===== config.mk =====
export PLATFORM = sky130hd
export DESIGN_NAME = gsts_ctrl
export DESIGN_NICKNAME = d
export VERILOG_FILES = /design/src/design/gsts_pkg.sv /design/src/design/gsts_ctrl.sv
export SDC_FILE = /design/constraint.sdc
export NUM_CORES = 1
export LEC_CHECK = 0
export BUFFER_PORTS_ARGS = -buffer_cell sky130_fd_sc_hd__buf_2
export CAP_MARGIN = 10
export CORE_MARGIN = 2
export CORE_UTILIZATION = 43
export DETAILED_ROUTE_END_ITERATION = 10
export GPL_TIMING_DRIVEN = 1
export PLACE_DENSITY = 0.69
export SLEW_MARGIN = 0
export SYNTH_ARGS = -nofsm -noshare
export SYNTH_HDL_FRONTEND = slang
export SYNTH_SLANG_ARGS = --single-unit

===== constraint.sdc =====
create_clock -name clk_i -period 1.3 [get_ports clk_i]
set_input_delay 0.065 -clock clk_i [delete_from_list [all_inputs] [get_ports clk_i]]
set_output_delay 0.065 -clock clk_i [all_outputs]
set_load 0.05 [all_outputs]

===== src/design/gsts_pkg.sv =====
`default_nettype none

package gsts_pkg;

  // Item fields
  localparam int KEY_W    = 31;
  localparam int MODE_W   = 2;
  localparam int POS_W    = 10;
  localparam int STATUS_W = 2;

  // Stored word: valid mark above the key
  localparam int WORD_W = KEY_W + 1;

  // Expansion factor register
  localparam int                EF_W     = 4;
  localparam logic [EF_W-1:0]   EF_MIN   = 4'd1;
  localparam logic [EF_W-1:0]   EF_MAX   = 4'd8;
  localparam logic [EF_W-1:0]   EF_RESET = 4'd2;

  // APB port
  localparam int ADDR_W    = 3;
  localparam int DATA_W    = 32;
  localparam int REG_IDX_W = ADDR_W - 2;
  localparam logic [REG_IDX_W-1:0] REG_EXPANSION_FACTOR = 1'b0;

  typedef enum logic [MODE_W-1:0] {
    MODE_CLEAR  = 2'd0,
    MODE_APPEND = 2'd1,
    MODE_SEARCH = 2'd2,
    MODE_REMOVE = 2'd3
  } mode_e;

  typedef enum logic [STATUS_W-1:0] {
    ST_DONE      = 2'd0,
    ST_NOT_FOUND = 2'd1,
    ST_FULL      = 2'd2,
    ST_BAD_KEY   = 2'd3
  } status_e;

  typedef enum logic [3:0] {
    OP_NONE,
    OP_LOAD,
    OP_CLEAR,
    OP_APP_INIT,
    OP_APP_WR,
    OP_PROBE_INIT,
    OP_PROBE_RD,
    OP_PROBE_STEP,
    OP_BACK,
    OP_BS_RD,
    OP_BS_STEP,
    OP_REM_WR
  } dp_op_e;

  typedef enum logic [1:0] {
    POS_ZERO,
    POS_MID,
    POS_BASE
  } pos_sel_e;

  typedef struct packed {
    dp_op_e   op;
    logic     res_we;
    logic     res_found;
    status_e  res_status;
    pos_sel_e res_pos;
  } dp_cmd_t;

  typedef struct packed {
    mode_e mode;
    logic  key_zero;
    logic  app_bad;
    logic  app_full;
    logic  app_last;
    logic  probe_can;
    logic  probe_go;
    logic  bs_hit;
    logic  bs_end;
    logic  res_busy;
  } dp_sts_t;

endpackage

`default_nettype wire


===== src/design/gsts_ctrl.sv =====
`default_nettype none

module gsts_ctrl (
  input  wire logic              clk_i,
  input  wire logic              rst_ni,
  input  wire logic              in_valid_i,
  input  wire gsts_pkg::dp_sts_t sts_i,
  output gsts_pkg::dp_cmd_t      cmd_o,
  output logic                   idle_o
);

  typedef enum logic [3:0] {
    S_IDLE,
    S_DISPATCH,
    S_APP_WR,
    S_PROBE_RD,
    S_PROBE_CMP,
    S_BACK,
    S_BS_RD,
    S_BS_CMP,
    S_REM_WR,
    S_FINISH
  } state_e;

  state_e             state_q, state_d;
  logic               fin_found_q, fin_found_d;
  gsts_pkg::status_e  fin_status_q, fin_status_d;
  gsts_pkg::pos_sel_e fin_pos_q, fin_pos_d;

  always_comb begin
    state_d      = state_q;
    fin_found_d  = fin_found_q;
    fin_status_d = fin_status_q;
    fin_pos_d    = fin_pos_q;
    cmd_o            = '0;
    cmd_o.op         = gsts_pkg::OP_NONE;
    cmd_o.res_found  = fin_found_q;
    cmd_o.res_status = fin_status_q;
    cmd_o.res_pos    = fin_pos_q;

    unique case (state_q)
      S_IDLE: begin
        if (in_valid_i) begin
          cmd_o.op = gsts_pkg::OP_LOAD;
          state_d  = S_DISPATCH;
        end
      end
      S_DISPATCH: begin
        fin_found_d  = 1'b0;
        fin_status_d = gsts_pkg::ST_DONE;
        fin_pos_d    = gsts_pkg::POS_ZERO;
        unique case (sts_i.mode)
          gsts_pkg::MODE_CLEAR: begin
            cmd_o.op = gsts_pkg::OP_CLEAR;
            state_d  = S_FINISH;
          end
          gsts_pkg::MODE_APPEND: begin
            priority if (sts_i.app_bad) begin
              fin_status_d = gsts_pkg::ST_BAD_KEY;
              state_d      = S_FINISH;
            end else if (sts_i.app_full) begin
              fin_status_d = gsts_pkg::ST_FULL;
              state_d      = S_FINISH;
            end else begin
              cmd_o.op  = gsts_pkg::OP_APP_INIT;
              fin_pos_d = gsts_pkg::POS_BASE;
              state_d   = S_APP_WR;
            end
          end
          gsts_pkg::MODE_SEARCH, gsts_pkg::MODE_REMOVE: begin
            if (sts_i.key_zero) begin
              fin_status_d = gsts_pkg::ST_BAD_KEY;
              state_d      = S_FINISH;
            end else begin
              cmd_o.op = gsts_pkg::OP_PROBE_INIT;
              state_d  = S_PROBE_RD;
            end
          end
          default: state_d = S_FINISH;
        endcase
      end
      S_APP_WR: begin
        cmd_o.op = gsts_pkg::OP_APP_WR;
        if (sts_i.app_last) begin
          state_d = S_FINISH;
        end
      end
      S_PROBE_RD: begin
        // past the filled part every slot is empty, so probing stops there
        if (sts_i.probe_can) begin
          cmd_o.op = gsts_pkg::OP_PROBE_RD;
          state_d  = S_PROBE_CMP;
        end else begin
          state_d = S_BACK;
        end
      end
      S_PROBE_CMP: begin
        if (sts_i.probe_go) begin
          cmd_o.op = gsts_pkg::OP_PROBE_STEP;
          state_d  = S_PROBE_RD;
        end else begin
          state_d = S_BACK;
        end
      end
      S_BACK: begin
        cmd_o.op = gsts_pkg::OP_BACK;
        state_d  = S_BS_RD;
      end
      S_BS_RD: begin
        cmd_o.op = gsts_pkg::OP_BS_RD;
        state_d  = S_BS_CMP;
      end
      S_BS_CMP: begin
        priority if (sts_i.bs_hit) begin
          fin_found_d = 1'b1;
          fin_pos_d   = gsts_pkg::POS_MID;
          state_d     = (sts_i.mode == gsts_pkg::MODE_REMOVE) ? S_REM_WR : S_FINISH;
        end else if (sts_i.bs_end) begin
          fin_status_d = gsts_pkg::ST_NOT_FOUND;
          state_d      = S_FINISH;
        end else begin
          cmd_o.op = gsts_pkg::OP_BS_STEP;
          state_d  = S_BS_RD;
        end
      end
      S_REM_WR: begin
        cmd_o.op = gsts_pkg::OP_REM_WR;
        state_d  = S_FINISH;
      end
      S_FINISH: begin
        if (!sts_i.res_busy) begin
          cmd_o.res_we = 1'b1;
          state_d      = S_IDLE;
        end
      end
      default: state_d = S_IDLE;
    endcase
  end

  always_ff @(posedge clk_i or negedge rst_ni) begin
    if (!rst_ni) begin
      state_q      <= S_IDLE;
      fin_found_q  <= 1'b0;
      fin_status_q <= gsts_pkg::ST_DONE;
      fin_pos_q    <= gsts_pkg::POS_ZERO;
    end else begin
      state_q      <= state_d;
      fin_found_q  <= fin_found_d;
      fin_status_q <= fin_status_d;
      fin_pos_q    <= fin_pos_d;
    end
  end

  assign idle_o = (state_q == S_IDLE);

endmodule

`default_nettype wire


==> flow_metrics.env <==
export IMPL_hp_class="in -> reg"
export IMPL_critPathRequiredTime_ns=1.24
export IMPL_rr_startpoint="state_q[0]$_DFFE_PN0P_"
export IMPL_vias=975
export IMPL_ir_drop_uv=2031
export IMPL_critPathLaunch="state_q[0]$_DFFE_PN0P_"
export IMPL_io_pins=25
export IMPL_slew_viol_final=0
export IMPL_rsz0062_at_grt="yes"
export IMPL_reg2reg_depth=7
export IMPL_num_rows=14
export IMPL_utilization_pct=86.44
export IMPL_tightestPinTransition_ns=0.2938
export IMPL_path_max_fanout=7
export IMPL_setup_tns_ns=-2.164
export IMPL_stdcell_count=166
export IMPL_grt_max_degree=11
export IMPL_max_freq_mhz=612.4
export IMPL_synthDistinctLibCells=36
export IMPL_clk_pin_slew_ns=0.06
export IMPL_crit_type="reg -> out"
export IMPL_finalCriticalPeriod_ns=1.633
export IMPL_initial_utilization_pct=46.83
export IMPL_dieWidth_um=44.98
export IMPL_synthCells=94
export IMPL_drt_initial_drc_count=37
export IMPL_setup_viol=11
export IMPL_drt_first_pass_iters=4
export IMPL_avgSynthCellArea_sq_um=7.680
export IMPL_powerDensity_mw_per_mm2=2744
export IMPL_nFillCells=77
export IMPL_cts_tree="yes"
export IMPL_slew_headroom_pct=80.16
export IMPL_multiInputGateArea_sq_um=603.1
export IMPL_io_buffer_count=24
export IMPL_maxCapViolCount=0
export IMPL_synthFlopType="dfrtp_1"
export IMPL_place_ws_ns=-0.2122
export IMPL_start_kind="flop"
export IMPL_endpoint="cmd_o[8]"
export IMPL_vias_per_cell=5.873
export IMPL_placed_area_sq_mm=0.001131
export IMPL_syn2layout_area_growth_pct=84.58
export IMPL_overflow=0
export IMPL_cts_buffers=3
export IMPL_drc=0
export IMPL_drive_above_1_share_pct=61.33
export IMPL_ys_seq_elements=8
export IMPL_p_leak_nw=0.6221
export IMPL_synth_area_sq_um=721.9
export IMPL_track_usage_pct=30.87
export IMPL_placed_cells=154
export IMPL_dpl_hpwl_um=1803
export IMPL_gp_congestion=0.8727
export IMPL_r2r_end="fin_pos_q[1]$_DFFE_PN0P_"
export IMPL_syn_nets=108
export IMPL_drt_total_wl_um=2782
export IMPL_final_area_sq_mm=0.001333
export IMPL_grt_pass1_vias=1005
export IMPL_yosysWarningCount=0
export IMPL_clk_latency_ns=0.26
export IMPL_cts_path_max_buffers=2
export IMPL_worstPathArrival_ns=1.57
export IMPL_grt_pass1_wl_um=4478
export IMPL_htree_levels=1
export IMPL_fin_skew_ns=0.001660
export IMPL_nets=166
export IMPL_ys_seq_area_share_pct=27.73
export IMPL_cts_root_buf="clkbuf_4"
export IMPL_status="finished with violations"
export IMPL_async_reset_ff_share_pct=100.0
export IMPL_wl_per_cell_um=16.76
export IMPL_antenna_found_initial=0
export IMPL_antenna_cells=0
export IMPL_setup_slack_ns=-0.3329
export IMPL_period_share_pct=125.6
export IMPL_fp_dieH_um=44.98
export IMPL_violations="negative setup slack"
export IMPL_hold_violations=0
export IMPL_core_area_sq_mm=0.001541
export IMPL_drtAntennaViolNets=0
export IMPL_dieArea_sq_mm=0.002023
export IMPL_synth_edf_count=0
export IMPL_regArea_sq_um=205.2
export IMPL_cts_sinks=8
export IMPL_end_kind="primary output"
export IMPL_rrSetupSlack_ns=-0.13
## area by class of cell
class,instances,share of cell area [%]
clock buffer,3,1.690
inverter,4,1.315
multi-input combinational,73,45.26
sequential,8,15.40
tap,16,1.502
timing repair buffer,62,34.84
## cell usage in the layout (no fill, tap or decap), types with 2 or more instances in the layout
cell type,count
nand2_1,7
nand3_1,3
nor2_2,2
o21ai_0,4
dfrtp_2,4
nor4b_4,2
a21oi_2,3
buf_4,32
buf_2,18
nor3_2,2
o21ai_4,2
buf_6,11
dfrtp_1,4
nor2_1,6
a31oi_1,3
a221oi_2,2
o211a_1,2
nor2b_1,5
clkbuf_4,3
a21oi_1,5
o21ai_1,5
inv_1,3
## timing repair
item                                    4_1_cts  5_1_grt
endpoints found under the hold margin         8        0
hold buffers                                  1        0
pin swaps                                     4        7
gates resized for setup                      23        8
setup buffers                                 6        3
endpoints found under the setup margin       13       13
## flip-flops by register name, indices dropped and copies added, names as in the netlist
name	cells
state_q	4
fin_pos_q	2
fin_status_q	2
## metal layers
| layer | GRT usage, % | routed length, um |
|---|---|---|
| met1 | 36.25 | 1124 |
| met2 | 50.00 | 1400 |
| met3 | 8.000 | 150 |
| met4 | 18.82 | 106 |
| met5 | 0 | 0 |
## synth_stat cells, types with 2 or more instances
cell type  number  area share [%]
a21oi_1         8             5.5
a31oi_1         3             2.6
buf_2           6             4.2
buf_4           2             2.1
dfrtp_1         8              28
inv_1           4             2.1
nand2_1         7             3.6
nand3_1         4             2.8
nor2_1          8             4.2
nor2b_1         5             4.3
nor3_1          2             1.4
nor4_1          2             1.7
o211a_1         2             2.8
o21ai_0         4             2.8
o21ai_1         8             5.5
## metrics by stage
step	hold WS (ns)	power [mW]
5_1_grt	0.1225	3.831
3_5_place_dp	-0.08655	2.898
4_1_cts	0.09327	3.459
3_3_place_gp	-0.08774	2.854
6_report	0.1234	3.656
2_1_floorplan	-0.2306	2.203
## worst min path at each step
stage,end,slack [ns],cells after the start,from
finish,state_q[3]$_DFFE_PN0P_,0.12,3,sts_i[0]
global route,state_q[3]$_DFFE_PN0P_,0.12,3,sts_i[0]
CTS,state_q[3]$_DFFE_PN0P_,0.09,3,sts_i[0]
detailed placement,state_q[0]$_DFFE_PN0P_,-0.09,1,rst_ni
global placement,fin_status_q[0]$_DFFE_PN0P_,-0.09,1,rst_ni
floorplan,fin_pos_q[0]$_DFFE_PN0P_,-0.23,0,rst_ni
## worst max-delay path, stage by stage, from the launching register on
cell	delay [ns]
dfrtp_2	0.44
buf_4	0.17
nor2b_4	0.17
a21oi_2	0.08
o31ai_4	0.26
buf_6	0.19
## where the power goes
part	switching [mW]	total, mW	internal [mW]
sequential	0.161	0.526	0.364
combinational	1.62	2.93	1.31
clock	0.0949	0.201	0.106
## logic make-up after synthesis
| group | Yosys count | synth area share (%) |
|---|---|---|
| AOI/OAI and AO/OA | 35 | 31.72 |
| DFF | 8 | 27.73 |
| muxes | 1 | 1.387 |
| and+or+nand+nor | 37 | 30.33 |
| buffers and inverters | 13 | 8.837 |
No activity file was read; power rests on OpenSTA's default activity.
